--- config.mk ---
export PLATFORM = sky130hd
export DESIGN_NAME = fat_short_name_directory_search
export DESIGN_NICKNAME = d
export VERILOG_FILES = /design/src/hdl/fsnds_pkg.sv /design/src/hdl/fat_short_name_directory_search.sv /design/src/hdl/fsnds_front.sv /design/src/hdl/fsnds_queue.sv /design/src/hdl/fsnds_back.sv
export SDC_FILE = /design/constraint.sdc
export NUM_CORES = 1
export LEC_CHECK = 0
export BUFFER_PORTS_ARGS = -buffer_cell sky130_fd_sc_hd__clkbuf_2
export CAP_MARGIN = 20
export CORE_ASPECT_RATIO = 1.4
export CORE_MARGIN = 5
export CORE_UTILIZATION = 66
export CTS_BUF_LIST = sky130_fd_sc_hd__clkbuf_4 sky130_fd_sc_hd__clkbuf_8
export DETAILED_ROUTE_END_ITERATION = 12
export HOLD_SLACK_MARGIN = 0.05
export PLACE_DENSITY = 0.86
export SYNTH_ARGS = -nofsm -noshare
export SYNTH_HDL_FRONTEND = slang
export SYNTH_SLANG_ARGS = --single-unit
--- constraint.sdc ---
create_clock -name clk -period 8.95 [get_ports clk]
set_input_delay 1.79 -clock clk [delete_from_list [all_inputs] [get_ports clk]]
set_output_delay 1.79 -clock clk [all_outputs]
set_load 0.02 [all_outputs]
--- src/hdl/fsnds_pkg.sv ---
// Shared types and constants for the FAT short-name directory search.
// No dependencies.
package fsnds_pkg;

  localparam int NameBytes  = 11;
  localparam int IndexBits  = 12;
  localparam int PosBits    = $clog2(NameBytes + 1);
  localparam int QueueDepth = 2;
  localparam int QPtrBits   = $clog2(QueueDepth);
  localparam int QCntBits   = $clog2(QueueDepth + 1);

  localparam logic [7:0]         ChrSpace     = 8'h20;
  localparam logic [7:0]         ChrDot       = 8'h2E;
  localparam logic [7:0]         ChrLowA      = 8'h61;
  localparam logic [7:0]         ChrLowZ      = 8'h7A;
  localparam logic [7:0]         CaseOffset   = 8'h20;
  localparam logic [7:0]         TypeSkipMask = 8'h18;
  localparam logic [3:0]         RejectCount  = 4'd13;
  localparam logic [3:0]         ConsumedMax  = 4'd15;
  localparam logic [PosBits-1:0] ExtPos       = PosBits'(8);
  localparam logic [PosBits-1:0] PosEnd       = PosBits'(NameBytes);
  localparam logic [IndexBits-1:0] MaxEntriesReset = IndexBits'(224);

  typedef enum logic [1:0] {
    CMD_START = 2'd0,
    CMD_CHAR  = 2'd1,
    CMD_ENTRY = 2'd2,
    CMD_NONE  = 2'd3
  } cmd_t;

  typedef enum logic [1:0] {
    ST_PENDING   = 2'd0,
    ST_FOUND     = 2'd1,
    ST_NOT_FOUND = 2'd2,
    ST_REJECTED  = 2'd3
  } status_t;

  typedef logic [NameBytes-1:0][7:0] name_t;

  // Classified word handed from front to back
  typedef struct packed {
    cmd_t       cmd;
    logic [7:0] ch;          // upper-cased name character
    logic       ch_zero;
    logic       ch_dot;
    name_t      entry_name;  // byte 0 in lowest bits
    logic       entry_skip;  // volume or directory entry
  } word_t;

endpackage

--- src/hdl/fat_short_name_directory_search.sv ---
// FAT 8.3 short-name directory search, top level.
// Depends on fsnds_pkg, fsnds_front, fsnds_queue, fsnds_back.
//
// Input channel (in_valid / in_stall): one word per command. A start word
// clears the search, name-character words build the 8.3 target name up to
// a zero terminator, entry words then carry directory entries in order.
// Output channel (out_valid / out_stall): exactly one result word per
// input word, in order: status and, when found, the entry index.
// cfg_write / cfg_data load max_entries (reset value 224); the user must
// write it only while idle, the block does not enforce this. An accepted
// word goes into the queue; its result is registered when it is popped.
// Throughput: one word per cycle unless the receiver stalls; the back end
// folds a name character or compares 11 entry name bytes combinationally.
// Reset (rst, synchronous) empties the queue and the result register and
// clears the search state. While the receiver stalls, the result holds and
// the queue absorbs up to two more words; in_stall rises when it is full.
module fat_short_name_directory_search import fsnds_pkg::*; (
  input  logic                 clk,
  input  logic                 rst,
  input  logic                 cfg_write,
  input  logic [IndexBits-1:0] cfg_data,
  input  logic                 in_valid,
  output logic                 in_stall,
  input  logic [1:0]           command,
  input  logic [7:0]           name_char,
  input  logic [63:0]          entry_name_head,
  input  logic [23:0]          entry_name_tail,
  input  logic [7:0]           entry_type,
  output logic                 out_valid,
  input  logic                 out_stall,
  output logic [1:0]           status,
  output logic [IndexBits-1:0] entry_index
);

  logic  q_full;
  logic  push;
  word_t push_word;
  logic  pop;
  logic  head_valid;
  word_t head_word;

  fsnds_front u_front (
    .in_valid        (in_valid),
    .in_stall        (in_stall),
    .command         (command),
    .name_char       (name_char),
    .entry_name_head (entry_name_head),
    .entry_name_tail (entry_name_tail),
    .entry_type      (entry_type),
    .q_full          (q_full),
    .push            (push),
    .word            (push_word)
  );

  fsnds_queue u_queue (
    .clk        (clk),
    .rst        (rst),
    .push       (push),
    .push_word  (push_word),
    .full       (q_full),
    .pop        (pop),
    .head_valid (head_valid),
    .head_word  (head_word)
  );

  fsnds_back u_back (
    .clk         (clk),
    .rst         (rst),
    .cfg_write   (cfg_write),
    .cfg_data    (cfg_data),
    .head_valid  (head_valid),
    .head_word   (head_word),
    .pop         (pop),
    .out_valid   (out_valid),
    .out_stall   (out_stall),
    .status      (status),
    .entry_index (entry_index)
  );

endmodule

--- src/hdl/fsnds_front.sv ---
// Front end: accepts input words and classifies them for the back end.
// Depends on fsnds_pkg.
module fsnds_front import fsnds_pkg::*; (
  input  logic        in_valid,
  output logic        in_stall,
  input  logic [1:0]  command,
  input  logic [7:0]  name_char,
  input  logic [63:0] entry_name_head,
  input  logic [23:0] entry_name_tail,
  input  logic [7:0]  entry_type,
  input  logic        q_full,
  output logic        push,
  output word_t       word
);

  // Handshake toward the queue
  assign in_stall = q_full;
  assign push     = in_valid && !q_full;

  // Decode and fold the name character
  always_comb begin
    word.cmd     = cmd_t'(command);
    word.ch_zero = (name_char == 8'h00);
    word.ch_dot  = (name_char == ChrDot);
    if (name_char >= ChrLowA && name_char <= ChrLowZ) begin
      word.ch = name_char - CaseOffset;
    end else begin
      word.ch = name_char;
    end
    word.entry_name = {entry_name_tail, entry_name_head};
    word.entry_skip = ((entry_type & TypeSkipMask) != 8'h00);
  end

endmodule

--- src/hdl/fsnds_queue.sv ---
// Short FIFO of classified words between front and back.
// Depends on fsnds_pkg.
module fsnds_queue import fsnds_pkg::*; (
  input  logic  clk,
  input  logic  rst,
  input  logic  push,
  input  word_t push_word,
  output logic  full,
  input  logic  pop,
  output logic  head_valid,
  output word_t head_word
);

  word_t                slots [QueueDepth];
  logic [QPtrBits-1:0]  wr_ptr;
  logic [QPtrBits-1:0]  rd_ptr;
  logic [QCntBits-1:0]  count;

  assign full       = (count == QCntBits'(QueueDepth));
  assign head_valid = (count != '0);
  assign head_word  = slots[rd_ptr];

  // Pointers and fill count
  always_ff @(posedge clk) begin
    if (rst) begin
      wr_ptr <= '0;
      rd_ptr <= '0;
      count  <= '0;
    end else begin
      if (push) wr_ptr <= wr_ptr + 1'b1;
      if (pop)  rd_ptr <= rd_ptr + 1'b1;
      if (push && !pop) begin
        count <= count + 1'b1;
      end else if (pop && !push) begin
        count <= count - 1'b1;
      end
    end
  end

  // Storage
  always_ff @(posedge clk) begin
    if (push) slots[wr_ptr] <= push_word;
  end

endmodule

--- src/hdl/fsnds_back.sv ---
// Back end: search state, name folding, entry compare and result register.
// Depends on fsnds_pkg.
module fsnds_back import fsnds_pkg::*; (
  input  logic                 clk,
  input  logic                 rst,
  input  logic                 cfg_write,
  input  logic [IndexBits-1:0] cfg_data,
  input  logic                 head_valid,
  input  word_t                head_word,
  output logic                 pop,
  output logic                 out_valid,
  input  logic                 out_stall,
  output logic [1:0]           status,
  output logic [IndexBits-1:0] entry_index
);

  logic [IndexBits-1:0] max_entries;
  name_t                target_name, target_name_next;
  logic [PosBits-1:0]   name_position, name_position_next;
  logic [3:0]           chars_consumed, chars_consumed_next;
  logic                 name_complete, name_complete_next;
  logic                 name_rejected, name_rejected_next;
  logic [IndexBits-1:0] entries_seen, entries_seen_next;
  logic                 search_finished, search_finished_next;

  status_t              res_status;
  logic [IndexBits-1:0] res_index;
  logic [IndexBits-1:0] seen_inc;
  logic                 name_match;

  // Take the head word whenever the result register is free or draining
  assign pop = head_valid && (!out_valid || !out_stall);

  assign seen_inc   = entries_seen + 1'b1;
  assign name_match = (head_word.entry_name == target_name);

  // Next search state and result for the head word
  always_comb begin
    target_name_next     = target_name;
    name_position_next   = name_position;
    chars_consumed_next  = chars_consumed;
    name_complete_next   = name_complete;
    name_rejected_next   = name_rejected;
    entries_seen_next    = entries_seen;
    search_finished_next = search_finished;
    res_status           = ST_PENDING;
    res_index            = '0;
    unique case (head_word.cmd)
      CMD_START: begin
        target_name_next     = {NameBytes{ChrSpace}};
        name_position_next   = '0;
        chars_consumed_next  = '0;
        name_complete_next   = 1'b0;
        name_rejected_next   = 1'b0;
        entries_seen_next    = '0;
        search_finished_next = 1'b0;
      end
      CMD_CHAR: begin
        if (!name_complete) begin
          if (head_word.ch_zero) begin
            name_complete_next = 1'b1;
            if (chars_consumed == RejectCount) begin
              name_rejected_next   = 1'b1;
              search_finished_next = 1'b1;
              res_status           = ST_REJECTED;
            end else if (max_entries == '0) begin
              search_finished_next = 1'b1;
              res_status           = ST_NOT_FOUND;
            end
          end else if (name_position < PosEnd) begin
            // dot jumps to the extension while in the base name or at the extension start
            if (head_word.ch_dot && name_position <= ExtPos) begin
              name_position_next = ExtPos;
            end else begin
              target_name_next[name_position] = head_word.ch;
              name_position_next              = name_position + 1'b1;
            end
            if (chars_consumed != ConsumedMax) begin
              chars_consumed_next = chars_consumed + 1'b1;
            end
          end
        end
      end
      CMD_ENTRY: begin
        if (name_complete) begin
          if (name_rejected) begin
            res_status = ST_REJECTED;
          end else if (!search_finished) begin
            if (entries_seen >= max_entries) begin
              search_finished_next = 1'b1;
              res_status           = ST_NOT_FOUND;
            end else if (head_word.entry_name[0] == 8'h00) begin
              // end-of-directory marker
              search_finished_next = 1'b1;
              res_status           = ST_NOT_FOUND;
            end else if (!head_word.entry_skip && name_match) begin
              search_finished_next = 1'b1;
              res_status           = ST_FOUND;
              res_index            = entries_seen;
            end else begin
              entries_seen_next = seen_inc;
              if (seen_inc >= max_entries) begin
                search_finished_next = 1'b1;
                res_status           = ST_NOT_FOUND;
              end
            end
          end
        end
      end
      default: begin
        // unused command: no effect
      end
    endcase
  end

  // Configuration register
  always_ff @(posedge clk) begin
    if (rst) begin
      max_entries <= MaxEntriesReset;
    end else if (cfg_write) begin
      max_entries <= cfg_data;
    end
  end

  // Search state
  always_ff @(posedge clk) begin
    if (rst) begin
      target_name     <= {NameBytes{ChrSpace}};
      name_position   <= '0;
      chars_consumed  <= '0;
      name_complete   <= 1'b0;
      name_rejected   <= 1'b0;
      entries_seen    <= '0;
      search_finished <= 1'b0;
    end else if (pop) begin
      target_name     <= target_name_next;
      name_position   <= name_position_next;
      chars_consumed  <= chars_consumed_next;
      name_complete   <= name_complete_next;
      name_rejected   <= name_rejected_next;
      entries_seen    <= entries_seen_next;
      search_finished <= search_finished_next;
    end
  end

  // Result register
  always_ff @(posedge clk) begin
    if (rst) begin
      out_valid <= 1'b0;
    end else if (pop) begin
      out_valid <= 1'b1;
    end else if (!out_stall) begin
      out_valid <= 1'b0;
    end
  end

  always_ff @(posedge clk) begin
    if (pop) begin
      status      <= res_status;
      entry_index <= res_index;
    end
  end

endmodule

# Yosys cells after proc, flatten, opt, wreduce, memory -nomap -nowiden
# Memory sizes are Yosys's and may differ from the RTL's. A register that Yosys moved wholly into a read port is not among the register bits.
# Index checks and enable logic that the tools add are counted.
[totals]
ramBits = 202
output_inout_bits = 16
regBits = 142
mem_count = 1
in_bits = 123
[memory_table]
columns = ["name", "depth", "width", "read_ports", "rd_ports_with_merged_regs", "write_ports", "line_no", "text"]
rows = [
  ["u_queue.slots", 2, 101, 1, 1, 1, "fsnds_queue.sv:14", "word_t slots [QueueDepth];"],
]
[op_classes]
add_sub_neg = 8
bitwise_logic = 3
order_cmp = 8
n_eq_ne = 22
n_reduce_logical = 33
mux = 65
[ops]
columns = ["op", "count"]
rows = [
  ["2-to-1 mux 88 bit", 4],
  ["one-hot mux 88 bit (2 select lines)", 1],
  ["bitwise mux 88 bit", 1],
  ["equality test 88 bit", 1],
  ["2-to-1 mux 12 bit", 6],
  ["demux 8 bit (select 4 bit)", 1],
  ["2-to-1 mux 4 bit", 8],
  ["2-to-1 mux 2 bit", 13],
  ["greater-or-equal comparator 12 bit", 2],
  ["one-hot mux 12 bit (2 select lines)", 1],
  ["2-to-1 mux 1 bit", 22],
  ["!= test 2 bit, second input constant", 9],
  ["logical NOT 8 bit", 2],
  ["2-to-1 mux 8 bit", 2],
  ["one-hot mux 4 bit (2 select lines)", 2],
  ["adder 12 x 1 -> 12 bit, second input constant", 1],
  ["logical NOT 12 bit", 1],
  ["AND reduction 6 bit", 2],
  ["!= test 2 x 1 -> 1 bit, second input constant", 5],
  ["AND reduction 5 bit", 2],
  ["adder 4 x 1 -> 4 bit, second input constant", 2],
  ["equality test 8 x 6 -> 1 bit, second input constant", 1],
  ["greater-or-equal comparator 8 x 7 -> 1 bit, second input constant", 1],
  ["<= comparator 8 x 7 -> 1 bit, second input constant", 1],
  ["other kinds (28)", 48],
]

# Depth between registers and ports, before layout
# Gate-level depths: netlist (run 1).
[logic_depth]
ltp_word = 10
depth_mapped = 18
ltp_nobuf = 13

# By module
# A second synthesis (run 1) with hierarchy kept.
[unflattened]
hier_cells = 1292
hier_area_um2 = 15726.3
[by_module_without_submodules]
columns = ["mod", "area_each_um2", "instances", "cells_each"]
rows = [
  ["fsnds_queue", 7531.0, 1, 336],
  ["fsnds_back", 7349.5, 1, 842],
  ["fsnds_front", 845.8, 1, 114],
]

# Worst setup path after synthesis (run 1)
# OpenSTA, ideal clock, no wires.
[synth_timing]
path_type = "input to register"
startpoint = "input in_valid"
endpoint = "memory u_queue.slots[0][0] in the netlist's numbering (enable)"
setup_time_ns = 0.561
slack_ns = 2.308
required_time_ns = 8.389
stages = 2
arrival_time_ns = 6.080
cell_sequence = "nand2_1 nor2_1"
[synth_via]
elab_chain_len = 3
[synth_rtl]
columns = ["element", "line_no", "text"]
rows = [
  ["start, declared", "fat_short_name_directory_search.sv:22", "input logic in_valid,"],
  ["logical AND 1 bit", "fsnds_front.sv:18", "assign push = in_valid && !q_full;"],
  ["2-to-1 mux 1 bit", "fsnds_queue.sv:42", "if (push) slots[wr_ptr] <= push_word;"],
  ["2-to-1 mux 1 bit (implied by the code)", "fsnds_queue.sv:42", ""],
  ["end, declared", "fsnds_queue.sv:14", ""],
]
# Every way passes these cells.

==> flow_metrics.tcl, run 1 <==
set metrics [dict create \
    nets 1487 \
    via_count 10012 \
    synth_edf_count 216 \
    grt_overflow 0 \
    skew_ps 17.00 \
    vias_per_cell 6.024 \
    async_flop_share_pct 0 \
    cts_resized 0 \
    status "completed" \
    hpwl_um 23150 \
    min_path_type "flip-flop to flip-flop" \
    fp.dieArea_um2 25320 \
    p_comb_share_pct 23.6 \
    die_h_um 186.3 \
    crit_type "flip-flop to flip-flop" \
    grt_start_max_net_pins 105 \
    p_int_uw 2993 \
    wl_um 33140 \
    antenna_cells 0 \
    power.share.switching_pct 30.98 \
    setup_viol 0 \
    track_usage_pct 25.94 \
    yosys.area.top_type "edfxtp_1" \
    endpoint_kind "flip-flop" \
    ant_nets 0 \
    worstMarginPinSlew_ps 1215 \
    fillerInstances 1394 \
    synth_nets 1348 \
    yosysSeqAreaShare_pct 61.91 \
    area_growth_pct 12.99 \
    placed_cells 1571 \
    p_leak_uw 0.006072 \
    cts_setup_buffers 0 \
    finalCritPeriodShare_pct 57.15 \
    ios 139 \
    final_core_util_pct 75.71 \
    drv_cap 0 \
    die_w_um 135.9 \
    antenna_found_initial 0 \
    post_drt_wl_per_cell_um 19.94 \
    clock_power_share_pct 29.9 \
    ys_warn_count 0 \
    placed_cell_area_um2 15480 \
    yosysTopAreaCellShare_pct 44.28 \
    seq_power_share_pct 46.5 \
    core_um2 21860 \
    synth_area_um2 14650 \
    ir_drop_v 0.0002056 \
    grt_pass1_wl_um 51120 \
    syn_inst 1188 \
    place_congestion 0.9299 \
    drt_iter0_drc 831 \
    fmax_ghz 0.1955 \
    root_buffer "clkbuf_8" \
    syn_avg_cell_area_um2 12.33 \
    clock_latency_ps 570 \
    min_period_ps 5115 \
    synth_most_common_cell "edfxtp_1" \
    h-tree-depth 2 \
    worstPathRequired_ps 9440 \
    cts_inserted_buffers 49 \
    ys_seq_elements 345 \
    rows 64 \
    stdcell_area_um2 16550 \
    pwr_density_cell_nw_per_um2 262.0 \
    yosys-top-cells-count "edfxtp_1, nor2_1, dfxtp_1" \
    drt_pass1_iterations 6 \
    drv_slew 0 \
    port_buffers 132 \
    fin_tns_setup_ps 0 \
    clock-sinks 345 \
    switchingPower_uw 1343 \
    ys_types 60 \
    start_util_pct 67.00 \
    hold_viol_final 0 \
    worst_slack_ps 3835 \
    slew-limit-headroom_pct 18.61 \
    cts_hold_buf 0 \
    crit_arrival_ps 5600 \
    pre_cts_ws_ps 3748 \
    synthFlopType "edfxtp_1" \
    cts.path.max_buffers 3 \
    cts_tree "built" \
    crit_path_start_kind "flip-flop" \
    critPathMaxFanout 55 \
    synth.area.top_cells "edfxtp_1, dfxtp_1, mux2i_1" \
    drc 0 \
    drive_above_1_share_pct 18.24 \
    layoutNonFillerInstCount 1662 \
    grt_pass1_vias 10080 \
    rsz0062_at_grt "no" \
    path_clk_slew_ps 60 \
]
through the flow:
step                      hold slack (ps)  power, uW
after floorplan                     476.3       2803
after global placement              473.9       3034
after detailed placement            482.9       3063
after CTS                           492.0       4343
after global routing                533.1       4524
final                               491.3       4337
kinds of logic (layout without fill, tap and decap cells):
group                      after synthesis  in the layout  synth area share [%]
and+or+nand+nor                        315            315                 10.23
adders and majority gates               37             37                 3.160
AOI/OAI and AO/OA                      203            203                 9.413
DFF                                    345            345                 61.91
muxes                                  112            112                 7.713
xor gates and xnor gates                76             76                 4.544
buffers and inverters                  100            277                 3.024
layout make-up:
| class | count | area [um^2] | area share [%] |
|---|---|---|---|
| timing repair buffer | 140 | 740.7 | 4.475 |
| inverter | 48 | 180.2 | 1.089 |
| sequential | 345 | 9072 | 54.82 |
| clock buffer | 70 | 863.3 | 5.216 |
| multi-input combinational | 743 | 5149 | 31.11 |
| clock inverter | 19 | 173.9 | 1.051 |
| tap | 297 | 371.6 | 2.245 |
routing by layer:
layer  wire length (um)  global-route usage (%)  share of wire [%]
met1              11590                   28.84                 35
met2              17460                   47.83                 53
met3               2214                   4.010                6.7
met4               1868                   13.63                5.6
met5                  0                       0                  0
registers in the layout (all words and copies together), names as in the netlist, 2 cells and up, named ones only:
signal / cells
u_queue.slots: 202
u_back.name_position: 4
u_back.status: 2
u_back.target_name: 88
u_back.entry_index: 12
u_back.chars_consumed: 4
u_back.entries_seen: 12
u_back.max_entries: 12
u_queue.count: 2
final timing paths:
path	to	cells past startpoint	slack, ps	start
max	u_back.target_name[42]	9	3840	flip-flop
min reg2reg	u_back.out_valid	2	490	u_back.out_valid
min	u_back.out_valid	2	490	u_back.out_valid
max reg2reg	u_back.target_name[42]	9	3840	flip-flop
power groups by stage:
stage	registers, uW	logic (uW)	clock network [uW]
2_1_floorplan	2040	766	0
3_3_place_gp	2040	992	0
3_5_place_dp	2050	1010	0
4_1_cts	2020	1020	1310
5_1_grt	2030	1100	1390
6_report	2020	1020	1300
placed cells by master, fill, tap and decap left out, types with 16 or more instances in the layout:
cell type    n
a31oi_1     16
clkbuf_8    54
a21oi_1     43
xnor2_1     67
a22oi_1     64
clkbuf_2   131
mux2i_1    105
dfxtp_1    128
edfxtp_1   216
inv_1       46
nand2_1     62
o22ai_1     24
ha_1        37
nor2_1     130
clkbuf_4    16
nor3_1      18
nor4_1      24
critical path, stage by stage (launching register included):
cell and delay (ps):
dfxtp_4 900, buf_4 800, mux2i_1 420, a31o_2 240, nand3_1 180, nor2_1 860, nand2_1 530, nor2_1 790
a22oi_1 160, nor2_1 140
(Power assumes the default switching activity.)
==> inputs of run 2 (changes only) <==
Settings changed: CORE_UTILIZATION 66 to 61, PLACE_DENSITY 0.86 to 0.81.
Clock period 8.95 ns to 5.1 ns, I/O delays scaled along.
==> flow_metrics.tcl, run 2 (synthesis gave the netlist of run 1 again) <==
set metrics [dict create \
    status "completed" \
    p_leak_uw 0.006106 \
    antenna_cells 0 \
    placed_cell_area_um2 15540 \
    power.share.switching_pct 30.63 \
    path_common_cell "or4_4" \
    p_comb_share_pct 24.7 \
    drive_above_1_share_pct 18.39 \
    p_int_uw 5332 \
    place_congestion 0.9931 \
    track_usage_pct 23.94 \
    cts_resized 0 \
    die_h_um 193.4 \
    post_drt_wl_per_cell_um 19.70 \
    switchingPower_uw 2355 \
    clock_power_share_pct 30.4 \
    crit_arrival_ps 4140 \
    min_period_ps 3702 \
    path_clk_slew_ps 60 \
    antenna_found_initial 0 \
    ios 139 \
    finalCritPeriodShare_pct 72.58 \
    h-tree-depth 2 \
    regArea_um2 9072 \
    setup_viol 0 \
    fin_tns_setup_ps 0 \
    pre_cts_ws_ps 1389 \
    grt_pass1_wl_um 51750 \
    area_growth_pct 13.54 \
    cts_hold_buf 0 \
    worstPathRequired_ps 5540 \
    drc 0 \
    fillerInstances 1719 \
    worst_slack_ps 1398 \
    power.total_uw 7687 \
    hpwl_um 23490 \
    hold_viol_final 0 \
    grt_overflow 0 \
    critPathMaxFanout 90 \
    worstMarginPinSlew_ps 1166 \
    drt_iter0_drc 690 \
    crit_type "flip-flop to flip-flop" \
    rows 67 \
    seq_power_share_pct 45.0 \
    largest_register "u_queue.slots" \
    crit_path_top_delay_cell "or4_4" \
    port_buffers 132 \
    cts_setup_buffers 0 \
    cts.path.max_buffers 3 \
    crit_path_start_kind "flip-flop" \
    critPathMaxStageDelay_ps 620 \
    drv_cap 0 \
    clock-sinks 345 \
    pwr_density_cell_nw_per_um2 462.2 \
    die_w_um 141.0 \
    drt_pass1_iterations 5 \
    skew_ps 33.48 \
    stdcell_area_um2 16630 \
    cts_inserted_buffers 49 \
    wl_um 33090 \
    cts_tree "built" \
    min_from "u_back.out_valid" \
    mostFrequentLayoutCells "edfxtp_1, clkbuf_2, nor2_1" \
    vias_per_cell 5.895 \
    grt_pass1_vias 10072 \
    crit_buf_inv 1 \
    fmax_ghz 0.2701 \
    cp_top_family "simple AND/OR/NAND/NOR gates" \
    root_buffer "clkbuf_8" \
    drv_slew 0 \
    slew-limit-headroom_pct 21.90 \
    start_util_pct 61.53 \
    final_common_cell "edfxtp_1" \
    rsz0062_at_grt "no" \
    min_path_type "flip-flop to flip-flop" \
    ant_nets 0 \
    grt_start_max_net_pins 105 \
    via_count 9903 \
    cp_cell_sequence "buf_12 > mux2i_1 > a2bb2oi_1 > nand4_1 > or4_4 > nor4_4 > nand2_2 > or4_4 > nor2_1" \
    endpoint_kind "flip-flop" \
    top_regs "u_queue.slots x202, u_back.target_name x88" \
    multiInputGateArea_um2 5149 \
    core_um2 23810 \
    clock_latency_ps 600 \
    largest_reg_flops 202 \
    nets 1490 \
    fp.dieArea_um2 27260 \
    ir_drop_v 0.0003011 \
]
run 2: final cells by class:
type	instances	share of cell area, %
multi-input cells	743	30.96
inverters	48	1.083
flip-flops and latches	345	54.55
clock inverters	18	0.9404
clock buffers	73	5.590
well taps	310	2.332
repair buffers	143	4.544
run 2: final timing paths:
| path | endpoint | slack (ps) | cells after the start |
|---|---|---|---|
| worst max-delay path | u_back.entry_index[6] | 1400 | 9 |
| worst max register to register | u_back.entry_index[6] | 1400 | 9 |
| worst min-delay path | u_back.out_valid | 490 | 2 |
| worst min register to register | u_back.out_valid | 490 | 2 |
run 2: per-stage QoR:
step	hold WS (ps)	std cells	util, %
6_report	492.0	1680	69.86
2_1_floorplan	476.3	1188	-
5_1_grt	519.3	1680	69.86
3_3_place_gp	475.6	1589	65.29
4_1_cts	486.2	1680	69.86
3_5_place_dp	475.3	1589	65.29
run 2: metal layers:
metal	wire (um)	GRT usage [%]	part of all wire [%]	vias up
li1	-	-	-	4681
met1	11860	26.67	36	4753
met2	17820	43.95	54	374
met3	1999	3.952	6.0	95
met4	1411	11.38	4.3	0
met5	0	0	0	-
run 2: power by group through the flow:
stage | clock (uW) | sequential, uW | combinational, uW
2_1_floorplan | 0 | 3560 | 1350
3_5_place_dp | 0 | 3520 | 1900
3_3_place_gp | 0 | 3500 | 1860
6_report | 2340 | 3460 | 1900
5_1_grt | 2510 | 3480 | 2040
4_1_cts | 2370 | 3460 | 1910
run 2: worst register-to-register path: cells and delay by family, from the launching register on:
| family | cells | cell delay [ps] |
|---|---|---|
| AO/OA/AOI/OAI | 1 | 220 |
| buffers and inverters | 1 | 450 |
| flip-flops | 1 | 370 |
| multiplexers | 1 | 520 |
| AND/OR/NAND/NOR | 6 | 2000 |
